===== src/sv/multicast_group_membership_table_macros.svh =====
// assertion macros for the multicast group membership table
// used by the top level; expects clk and rst_n in scope
`ifndef MULTICAST_GROUP_MEMBERSHIP_TABLE_MACROS_SVH
`define MULTICAST_GROUP_MEMBERSHIP_TABLE_MACROS_SVH

// same-cycle implication, disabled in reset
`define MGMT_ASSERT_SAME(label, ante, cons, msg) \
    label: assert property (@(posedge clk) disable iff (!rst_n) (ante) |-> (cons)) \
        else $error(msg);

// next-cycle implication, disabled in reset
`define MGMT_ASSERT_NEXT(label, ante, cons, msg) \
    label: assert property (@(posedge clk) disable iff (!rst_n) (ante) |=> (cons)) \
        else $error(msg);

`endif


===== src/sv/mgmt_pkg.sv =====
// shared constants and codes for the multicast group membership table
// no dependencies
`default_nettype none

package mgmt_pkg;

    localparam int MAX_GROUPS_DEF    = 16;
    localparam int MAX_RECEIVERS_DEF = 16;
    localparam int MAX_RESULTS       = 16;

    localparam logic [23:0] MCAST_OUI = 24'h01005E;

    // command codes
    localparam logic [2:0] CMD_ADD       = 3'd0;
    localparam logic [2:0] CMD_JOIN      = 3'd1;
    localparam logic [2:0] CMD_LEAVE     = 3'd2;
    localparam logic [2:0] CMD_LEAVE_ALL = 3'd3;
    localparam logic [2:0] CMD_LOOKUP    = 3'd4;

    // status codes
    localparam logic [1:0] ST_DONE      = 2'd0;
    localparam logic [1:0] ST_PRESENT   = 2'd1;
    localparam logic [1:0] ST_NOT_FOUND = 2'd2;
    localparam logic [1:0] ST_FULL      = 2'd3;

    // compare unit modes
    typedef enum logic [1:0] {
        CMP_IP,
        CMP_MAC,
        CMP_STA
    } cmp_mode_t;

endpackage

`default_nettype wire


===== src/sv/mgmt_cmp.sv =====
// shared equality compare unit: group ip, group mac or station
// depends on mgmt_pkg
`default_nettype none

module mgmt_cmp (
    input  wire mgmt_pkg::cmp_mode_t mode,
    input  wire logic [31:0]         group_ip,
    input  wire logic [47:0]         station,
    input  wire logic [47:0]         lookup_mac,
    input  wire logic [31:0]         entry_ip,
    input  wire logic [47:0]         entry_sta,
    output logic                     match
);

    logic [47:0] key;
    logic [47:0] cand;

    // select key and candidate per mode
    always_comb
    begin
        case (mode)
            mgmt_pkg::CMP_IP:
            begin
                key  = {16'd0, group_ip};
                cand = {16'd0, entry_ip};
            end
            mgmt_pkg::CMP_MAC:
            begin
                key  = lookup_mac;
                cand = {mgmt_pkg::MCAST_OUI, 1'b0, entry_ip[22:0]};
            end
            default:
            begin
                key  = station;
                cand = entry_sta;
            end
        endcase
    end

    assign match = (key == cand);

endmodule

`default_nettype wire


===== config.mk =====
export PLATFORM = sky130hd
export DESIGN_NAME = mgmt_cmp
export DESIGN_NICKNAME = d
export VERILOG_FILES = /design/src/sv/multicast_group_membership_table_macros.svh /design/src/sv/mgmt_pkg.sv /design/src/sv/mgmt_cmp.sv
export SDC_FILE = /design/constraint.sdc
export NUM_CORES = 1
export LEC_CHECK = 0
export BUFFER_PORTS_ARGS = -buffer_cell sky130_fd_sc_hd__buf_4
export CAP_MARGIN = 20
export CORE_AREA = 2 2 81 83
export DETAILED_ROUTE_END_ITERATION = 8
export DIE_AREA = 0 0 83 85
export GPL_TIMING_DRIVEN = 0
export PLACE_DENSITY = 0.69
export SKIP_LAST_GASP = 1
export SYNTH_ARGS = -nofsm -noshare
export SYNTH_HDL_FRONTEND = slang
export SYNTH_SLANG_ARGS = --single-unit

===== constraint.sdc =====
create_clock -name vclk -period 3
set_input_delay 0.15 -clock vclk [all_inputs]
set_output_delay 0.15 -clock vclk [all_outputs]
set_load 0.005 [all_outputs]

==> metrics.cfg, run 1 <==
[critical_path]
endpoint=match
path_depth=7
cp-end-kind=primary output
crit_type=in -> out
worst_setup_path_start_kind=input port
crit_path_start=lookup_mac[36]
slowest_delay_ns=0.52
slowest_stage=or4b_1
crit_top_cell=buf_4
arrival_ns=1.73
cp_top_family=simple AND/OR/NAND/NOR gates
cp_num_buf_inv=2
crit_chain=buf_4, or4b_1, a211oi_1, o221ai_1, a211oi_2, and4b_1, buf_4
required_ns=2.85
crit_fanout=1

[yosys]
syn_area_per_cell_um2=7.66
yosysWarnings=0
synth.mux.area_fraction_pct=13.6
syn-num-nets=402
synthSimpleGateAreaFrac_pct=14.9
synth_compound_area_share_pct=23.0
ys_seq_area_share_pct=0
syn_area_um2=1470
syn-instance-count=192
synth_xor_area_share_pct=41.1
yosys.cell_types.count=43
synth_top_family_by_area=XOR/XNOR gates
synthAdderAreaFrac_pct=0

[timing]
worstMarginPinSlew_ns=0.463
period_needed_ns=1.88
setup_viol=0
fmax_ghz=0.532
fin_setup_tns_ns=0
slew_headroom_pct=69.2
rsz0062_at_grt=no
finalMaxSlewViolations=0
finalHoldViolations=0
fin_ws_ns=1.12
finalCritPeriodShare_pct=62.7

[detailed_routing]
vias_per_cell=4.64
wl_um=6900
route.detailed.drc=0
ant_nets=0
drt-initial-drc-count=48
wl_per_cell_um=14.4
first_pass_iters=4
dr_total_vias=2219

[final_layout]
n_sequential_cell=0
drive_gt1_share_pct=54.9
ff_latch_area_um2=0
finish.utilization_pct=50.5
antenna_cells=0
num-nets-final=613
clkbuf_count=0
mostFrequentLayoutCells=210 x buf_4, 37 x xor2_1, 32 x xnor2_1
final_common_cell=buf_4
areaGrowthSynthToFinish_pct=113

[pwr]
p_leak_nw=1.56
ir_drop_uv=73.2
power.density_nw_per_um2=131

[min_path]
hp-class=in -> out

[global_routing]
antenna_found_initial=0
grt_usage_pct=18.3
grt_max_degree=11
grt_pass1_wl_um=10700
grt_pass1_vias=2402
grt-ovfl-total=0

[die]
core_area_um2=6200
pin_count=211
start_util_pct=23.7
die_area_um2=7060
die_w_um=83
die_y_um=85
rows=29

[clocking]
post-cts-setup-buffers=0
cts_hold_buf=0
cts_resized=0

[placement]
port_buffers=209
place_ws_ns=1.06
gp_congestion=0.733
hpwl_um=6320

[job]
maxCapViolations=0

[status]
outcome=finished, final reports clean

-- stage by stage --
stage | cell area, µm² | total power, mW | hold WS, ns | cells
6_report | 3140 | 0.410 | 0.901 | 478
5_1_grt | 3140 | 0.448 | 0.944 | 478
4_1_cts | 3140 | 0.415 | 0.912 | 478
3_5_place_dp | 3140 | 0.414 | 0.909 | 478
3_3_place_gp | 3140 | 0.406 | 0.903 | 478
2_1_floorplan | 1470 | 0.153 | 0.652 | 192
-- tightest hold or removal path, delay by kind of cell --
family	cells	cell delay (ns)
AOI/OAI and AO/OA	2	0.13
and+or+nand+nor	2	0.27
buffers and inverters	2	0.20
-- power breakdown --
group	internal [mW]	total [mW]	leakage (nW)	switching [mW]
registers	0	0	0	0
logic	0.265	0.410	1.56	0.144
clock network	0	0	0	0
total	0.265	0.410	1.56	0.144
-- layout make-up --
| class | count | area (µm²) |
|---|---|---|
| timing repair buffer | 209 | 1570 |
| fill | 596 | 3070 |
| tap | 77 | 96.3 |
| inverter | 13 | 48.8 |
| multi-input combinational | 172 | 1360 |
| buffer | 7 | 60.1 |
-- Yosys cell counts, types with 2 or more instances --
library cell / n / area share [%]
inv_1: 13 / 3.3
xor2_1: 37 / 22
a31oi_1: 2 / 0.85
o21ai_0: 7 / 2.4
o21ai_1: 4 / 1.4
nand4_1: 2 / 0.85
xnor2_1: 32 / 19
a211oi_1: 4 / 2.0
a21oi_1: 8 / 2.7
nand3_1: 8 / 2.7
nor2b_1: 2 / 0.85
a22oi_1: 2 / 1.0
nor4_1: 6 / 2.6
o2111ai_1: 5 / 3.0
mux2i_1: 20 / 14
nor3_1: 7 / 2.4
o221ai_1: 2 / 1.2
nand2_1: 4 / 1.0
buf_2: 2 / 0.68
o2bb2ai_1: 2 / 1.2
-- worst min-delay path by stage --
stage / start / to / cells after the start
global route: lookup_mac[39] / match / 6
detailed placement: entry_sta[2] / match / 6
finish: lookup_mac[39] / match / 6
floorplan: lookup_mac[46] / match / 4
global placement: lookup_mac[39] / match / 6
CTS: entry_sta[2] / match / 6
-- metal layers --
metal,wire [µm],part of all wire [%],vias up,track usage (%)
li1,-,-,1122,-
met1,2590,38,971,21.3
met2,3740,54,124,36.9
met3,551,8.0,2,3.02
met4,14,0.20,0,0.447
met5,0,0,-,0
-- cells by family after synthesis --
kind of cell	after synthesis
mux	20
compound gates	46
xor+xnor	69
simple gates	37
buf+inv	20
No activity file was read; power rests on OpenSTA's default activity.
==> run 2, diff against run 1 <==
--- a/config.mk
+++ b/config.mk
@@ -5,13 +5,13 @@
 export SDC_FILE = /design/constraint.sdc
 export NUM_CORES = 1
 export LEC_CHECK = 0
+export ABC_AREA = 1
 export BUFFER_PORTS_ARGS = -buffer_cell sky130_fd_sc_hd__buf_4
 export CAP_MARGIN = 20
-export CORE_AREA = 2 2 81 83
+export CORE_UTILIZATION = 31
 export DETAILED_ROUTE_END_ITERATION = 8
-export DIE_AREA = 0 0 83 85
 export GPL_TIMING_DRIVEN = 0
-export PLACE_DENSITY = 0.69
+export PLACE_DENSITY = 0.73
 export SKIP_LAST_GASP = 1
 export SYNTH_ARGS = -nofsm -noshare
 export SYNTH_HDL_FRONTEND = slang
==> constraint.sdc (replaced) <==
create_clock -name vclk -period 1.65
set_input_delay 0.0825 -clock vclk [all_inputs]
set_output_delay 0.0825 -clock vclk [all_outputs]
set_load 0.005 [all_outputs]
==> run 2 against run 1 <==
  * Flip-flop and latch count is the same
  * Highest routed layer unchanged
  * Critical endpoint unchanged
  * Clock-buffer cell count is the same
  * First-iteration DRC count grew to 5.1 times the previous value
  * Core utilization grew 8.0 points
  * Critical path type unchanged
  * Final cell count grew 85%
  * Non-clock buffer count grew 26
==> metrics.cfg, run 2 <==
[status]
outcome=finished, final reports clean

[detailed_routing]
dr_total_vias=4397
wl_um=12200
first_pass_iters=5
vias_per_cell=4.99
drt-initial-drc-count=247
ant_nets=0
route.detailed.drc=0
wl_per_cell_um=13.8

[critical_path]
slowest_delay_ns=0.18
crit_top_cell=nand2_1
cp-end-kind=primary output
crit_chain=buf_6, buf_8, buf_4, nand2_1, nand3_1, nand2_1, nand2_1, nor2_2, nand2_1, nor2_1, nand3_1, nor2_1, buf_4
slowest_stage=buf_4
crit_fanout=10
arrival_ns=1.53
crit_type=in -> out
required_ns=1.57
worst_setup_path_start_kind=input port

[yosys]
ys_seq_area_share_pct=0
yosysWarnings=0
yosys.cell_types.count=15
syn-num-nets=777
synth_top_cells_by_area=nand2_1 50%, nand3_1 18%, inv_1 7.8%, nor2_1 6.7%, nand4_1 5.7%
yosysTopAreaCell=nand2_1
syn_area_um2=2410
synthTopCellsByCount=321 x nand2_1, 87 x nand3_1, 50 x inv_1, 43 x nor2_1, 22 x nand4_1
yosysMostFrequentCell=nand2_1
syn_area_per_cell_um2=4.26
syn-instance-count=567
synth_top_area_share_pct=49.9

[final_layout]
mostFrequentLayoutCells=318 x nand2_1, 219 x buf_4, 86 x nand3_1
n_sequential_cell=0
fillers=778
final_common_cell=nand2_1
areaGrowthSynthToFinish_pct=79.5
drive_gt1_share_pct=32.2
antenna_cells=0
finalNonFillerCells=882
multi_input_area_um2=2070
clkbuf_count=0
num-nets-final=995
ff_latch_area_um2=0

[global_routing]
grt-ovfl-total=0
grt_pass1_vias=3915
grt_pass1_wl_um=17900
grt_max_degree=11
antenna_found_initial=0
grt_usage_pct=27.0

[pwr]
power.density_nw_per_um2=258
ir_drop_uv=115
p_leak_nw=2.71

[job]
maxCapViolations=0

[min_path]
min-delay-start=entry_ip[18]
holdPathEnd=match
hold_depth=10
hp-class=in -> out

[timing]
worstMarginPinSlew_ns=0.226
finalCritPeriodShare_pct=97.9
finalHoldViolations=0
fmax_ghz=0.619
slew_headroom_pct=84.8
period_needed_ns=1.61
rsz0062_at_grt=yes
setup_viol=0
finalMaxSlewViolations=0
whs_ns=0.816

[die]
pin_count=211
start_util_pct=32.6
rows=31
die_area_um2=8150
die_y_um=90.3
die_w_um=90.3
core_area_um2=7410

[placement]
placed_cells=875
gp_congestion=0.864
port_buffers=209
hpwl_um=9810

## run 2: cell count changes after synthesis, sizes merged, moves of 6 or more
| cell | change |
|---|---|
| nand2 | +316 |
| nand3 | +79 |
| nor2 | +44 |
| inv | +38 |
| xor2 | -37 |
| xnor2 | -32 |
| buf | +21 |
| mux2i | -20 |
| nand4 | +20 |
| a21oi | -7 |
| nor3 | -7 |
| nor4 | -6 |
## run 2: timing repair
action                                  CTS  global route
endpoints found under the setup margin    1             1
pin swaps                                 0            12
gates resized for setup                   2            57
hold buffers                              0             0
buffers inserted                          0             7
cloned                                    0             0
## run 2: logic make-up (layout without fill, tap and decap cells)
logic type | after synthesis | in the layout | synth area share, %
and+or+nand+nor | 480 | 480 | 82.7
buffers and inverters | 77 | 293 | 15.2
AOI/OAI and AO/OA | 10 | 10 | 2.07
## run 2: how the worst max path moves through the flow
stage | startpoint | endpoint | slack [ns]
final | mode[1] | match | 0.04
after global routing | mode[0] | match | -0.05
after CTS | mode[0] | match | 0.02
after detailed placement | mode[1] | match | -0.08
after global placement | mode[1] | match | -0.04
after floorplan | mode[0] | match | 0.41
## run 2: cell type report
type,count,share of cell area (%)
Buffer,26,7.07
Inverter,51,4.53
Multi-Input combinational cell,490,47.8
Tap cell,99,2.86
Timing Repair Buffer,216,37.7
## run 2: where the power goes
| group | internal, mW | total [mW] | switching (mW) |
|---|---|---|---|
| registers | 0 | 0 | 0 |
| clock network | 0 | 0 | 0 |
| logic | 0.593 | 1.12 | 0.525 |
## run 2: layer usage
metal | global-route usage (%) | routed length, µm | vias to the layer above
met5 | 0 | 0 | -
met4 | 5.51 | 195 | 0
met3 | 2.69 | 1110 | 16
met2 | 51.1 | 6030 | 244
met1 | 32.7 | 4860 | 1917
li1 | - | - | 2220
## run 2: stage by stage
stage / cell area [µm²] / utilization (%) / setup TNS, ns / setup WS (ns) / power, mW
2_1_floorplan: 2410 / - / 0 / 0.412 / 0.517
3_3_place_gp: 4110 / 55.4 / -0.0363 / -0.0363 / 1.02
3_5_place_dp: 4110 / 55.4 / -0.0820 / -0.0820 / 1.04
4_1_cts: 4110 / 55.5 / 0 / 0.0171 / 1.04
5_1_grt: 4340 / 58.5 / -0.0522 / -0.0522 / 1.23
6_report: 4340 / 58.5 / 0 / 0.0351 / 1.12
## run 2: worst max-delay path, delay by kind of cell
family,cells,cell delay (ns)
simple gates,9,0.87
buf+inv,4,0.58
==> run 3, diff against run 2 <==
--- a/config.mk
+++ b/config.mk
@@ -8,6 +8,7 @@
 export ABC_AREA = 1
 export BUFFER_PORTS_ARGS = -buffer_cell sky130_fd_sc_hd__buf_4
 export CAP_MARGIN = 20
+export CORE_ASPECT_RATIO = 1.75
 export CORE_UTILIZATION = 31
 export DETAILED_ROUTE_END_ITERATION = 8
 export GPL_TIMING_DRIVEN = 0
==> run 3 against run 2 <==
  * Non-clock buffer count rose by 1
  * Worst setup slack better by 0.049 ns
  * Worst hold slack got worse by 0.0071 ns
  * Sequential share of layout area unchanged
  * Global-route usage grew 2.0 points
  * Die area rose by 0.16%
  * First-iteration DRC count up 3.2%
  * Maximum frequency increased by 3.1%
  * Clock-buffer cell count did not move
  * Wire length is 5.3% higher
  * Combinational power barely moved
  * Flip-flop and latch count is the same
  * Largest cell class unchanged
==> metrics.cfg, run 3 (synthesis results as in run 2) <==
[critical_path]
slowest_delay_ns=0.17
crit_type=in -> out
crit_fanout=8
worst_setup_path_start_kind=input port
crit_top_cell=nor2_1
arrival_ns=1.48
crit_chain=buf_8, nor2_4, buf_8, buf_12, nand2_1, nand3_1, o21ai_1, nor2_1, nand2_1, nor2_1, nand3_1, nor2_1, buf_4
cp-end-kind=primary output
required_ns=1.57
slowest_stage=buf_8

[final_layout]
multi_input_area_um2=2090
finish.utilization_pct=58.2
drive_gt1_share_pct=33.3
fillers=834
final_common_cell=nand2_1
ff_latch_area_um2=0
n_sequential_cell=0
antenna_cells=0
mostFrequentLayoutCells=312 x nand2_1, 214 x buf_4, 84 x nand3_1
finalNonFillerCells=872
areaGrowthSynthToFinish_pct=82.4
clkbuf_count=0
num-nets-final=996

[timing]
finalHoldViolations=0
fmax_ghz=0.639
rsz0062_at_grt=yes
period_needed_ns=1.57
setup_viol=0
finalCritPeriodShare_pct=94.9
finalMaxSlewViolations=0
slew_headroom_pct=84.8
worstMarginPinSlew_ns=0.226
fin_ws_ns=0.0841

[pwr]
p_leak_nw=2.74
power.density_nw_per_um2=259
finalPower_mw=1.14
ir_drop_uv=116

[die]
die_w_um=68.7
pin_count=211
die_area_um2=8160
die_y_um=119
rows=42
start_util_pct=31.9
core_area_um2=7570

[detailed_routing]
wl_um=12800
vias_per_cell=5.04
wl_per_cell_um=14.7
drt-initial-drc-count=255
dr_total_vias=4394
route.detailed.drc=0
ant_nets=0
first_pass_iters=5

[global_routing]
grt_max_degree=11
grt_pass1_vias=3947
antenna_found_initial=0
grt_pass1_wl_um=17800
grt_usage_pct=29.0
grt-ovfl-total=0

[placement]
place_ws_ns=0.0283
port_buffers=209
gp_congestion=0.883
hpwl_um=10300
placed_cells=864

[status]
outcome=finished, final reports clean

[job]
maxCapViolations=0

[min_path]
hp-class=in -> out

[clocking]
cts_hold_buf=0

==> run 3: changes by cell type in the layout (fill, tap and decap cells not counted), moves of 5 or more <==
cell	before	now
buf_8	5	10
buf_4	219	214
nand2_1	318	312
nand2_2	1	8
==> run 3: cell type report <==
class | count | share of cell area [%]
multi-input combinational | 490 | 47.5
buffer | 26 | 7.30
timing repair buffer | 217 | 38.2
tap | 88 | 2.50
inverter | 51 | 4.46
==> run 3: per-stage QoR <==
stage	area (µm²)	TNS [ns]	hold WS [ns]
global route	4400	-0.0534	0.876
floorplan	2410	0	0.515
detailed placement	4090	0	0.785
CTS	4090	0	0.787
finish	4400	0	0.809
global placement	4090	0	0.778
==> run 3: what timing repair did <==
| item | CTS | global route |
|---|---|---|
| hold endpoints to repair | 0 | 0 |
| resized for setup | 0 | 75 |
| endpoints found under the setup margin | 0 | 1 |
| setup buffers | 0 | 6 |
==> run 3: where the power goes <==
group,internal (mW),switching [mW]
Clock,0,0
Sequential,0,0
Combinational,0.608,0.532
Total,0.608,0.532
==> run 3: layer usage <==
layer	vias to the layer above	share of wire [%]	track usage, %
met4	0	3.4	9.18
met3	32	7.2	3.28
met2	205	54	55.8
met5	-	0	0
li1	2216	-	-
met1	1941	35	30.3
==> run 3: final timing paths <==
path / startpoint / cells after the start / end
worst max-delay path: mode[0] / 13 / match
worst min-delay path: lookup_mac[15] / 11 / match
==> run 3: critical path: cells and delay by family <==
| kind | cells | cell delay, ns |
|---|---|---|
| AND/OR/NAND/NOR | 8 | 0.76 |
| buffers and inverters | 4 | 0.53 |
| AO/OA/AOI/OAI | 1 | 0.10 |
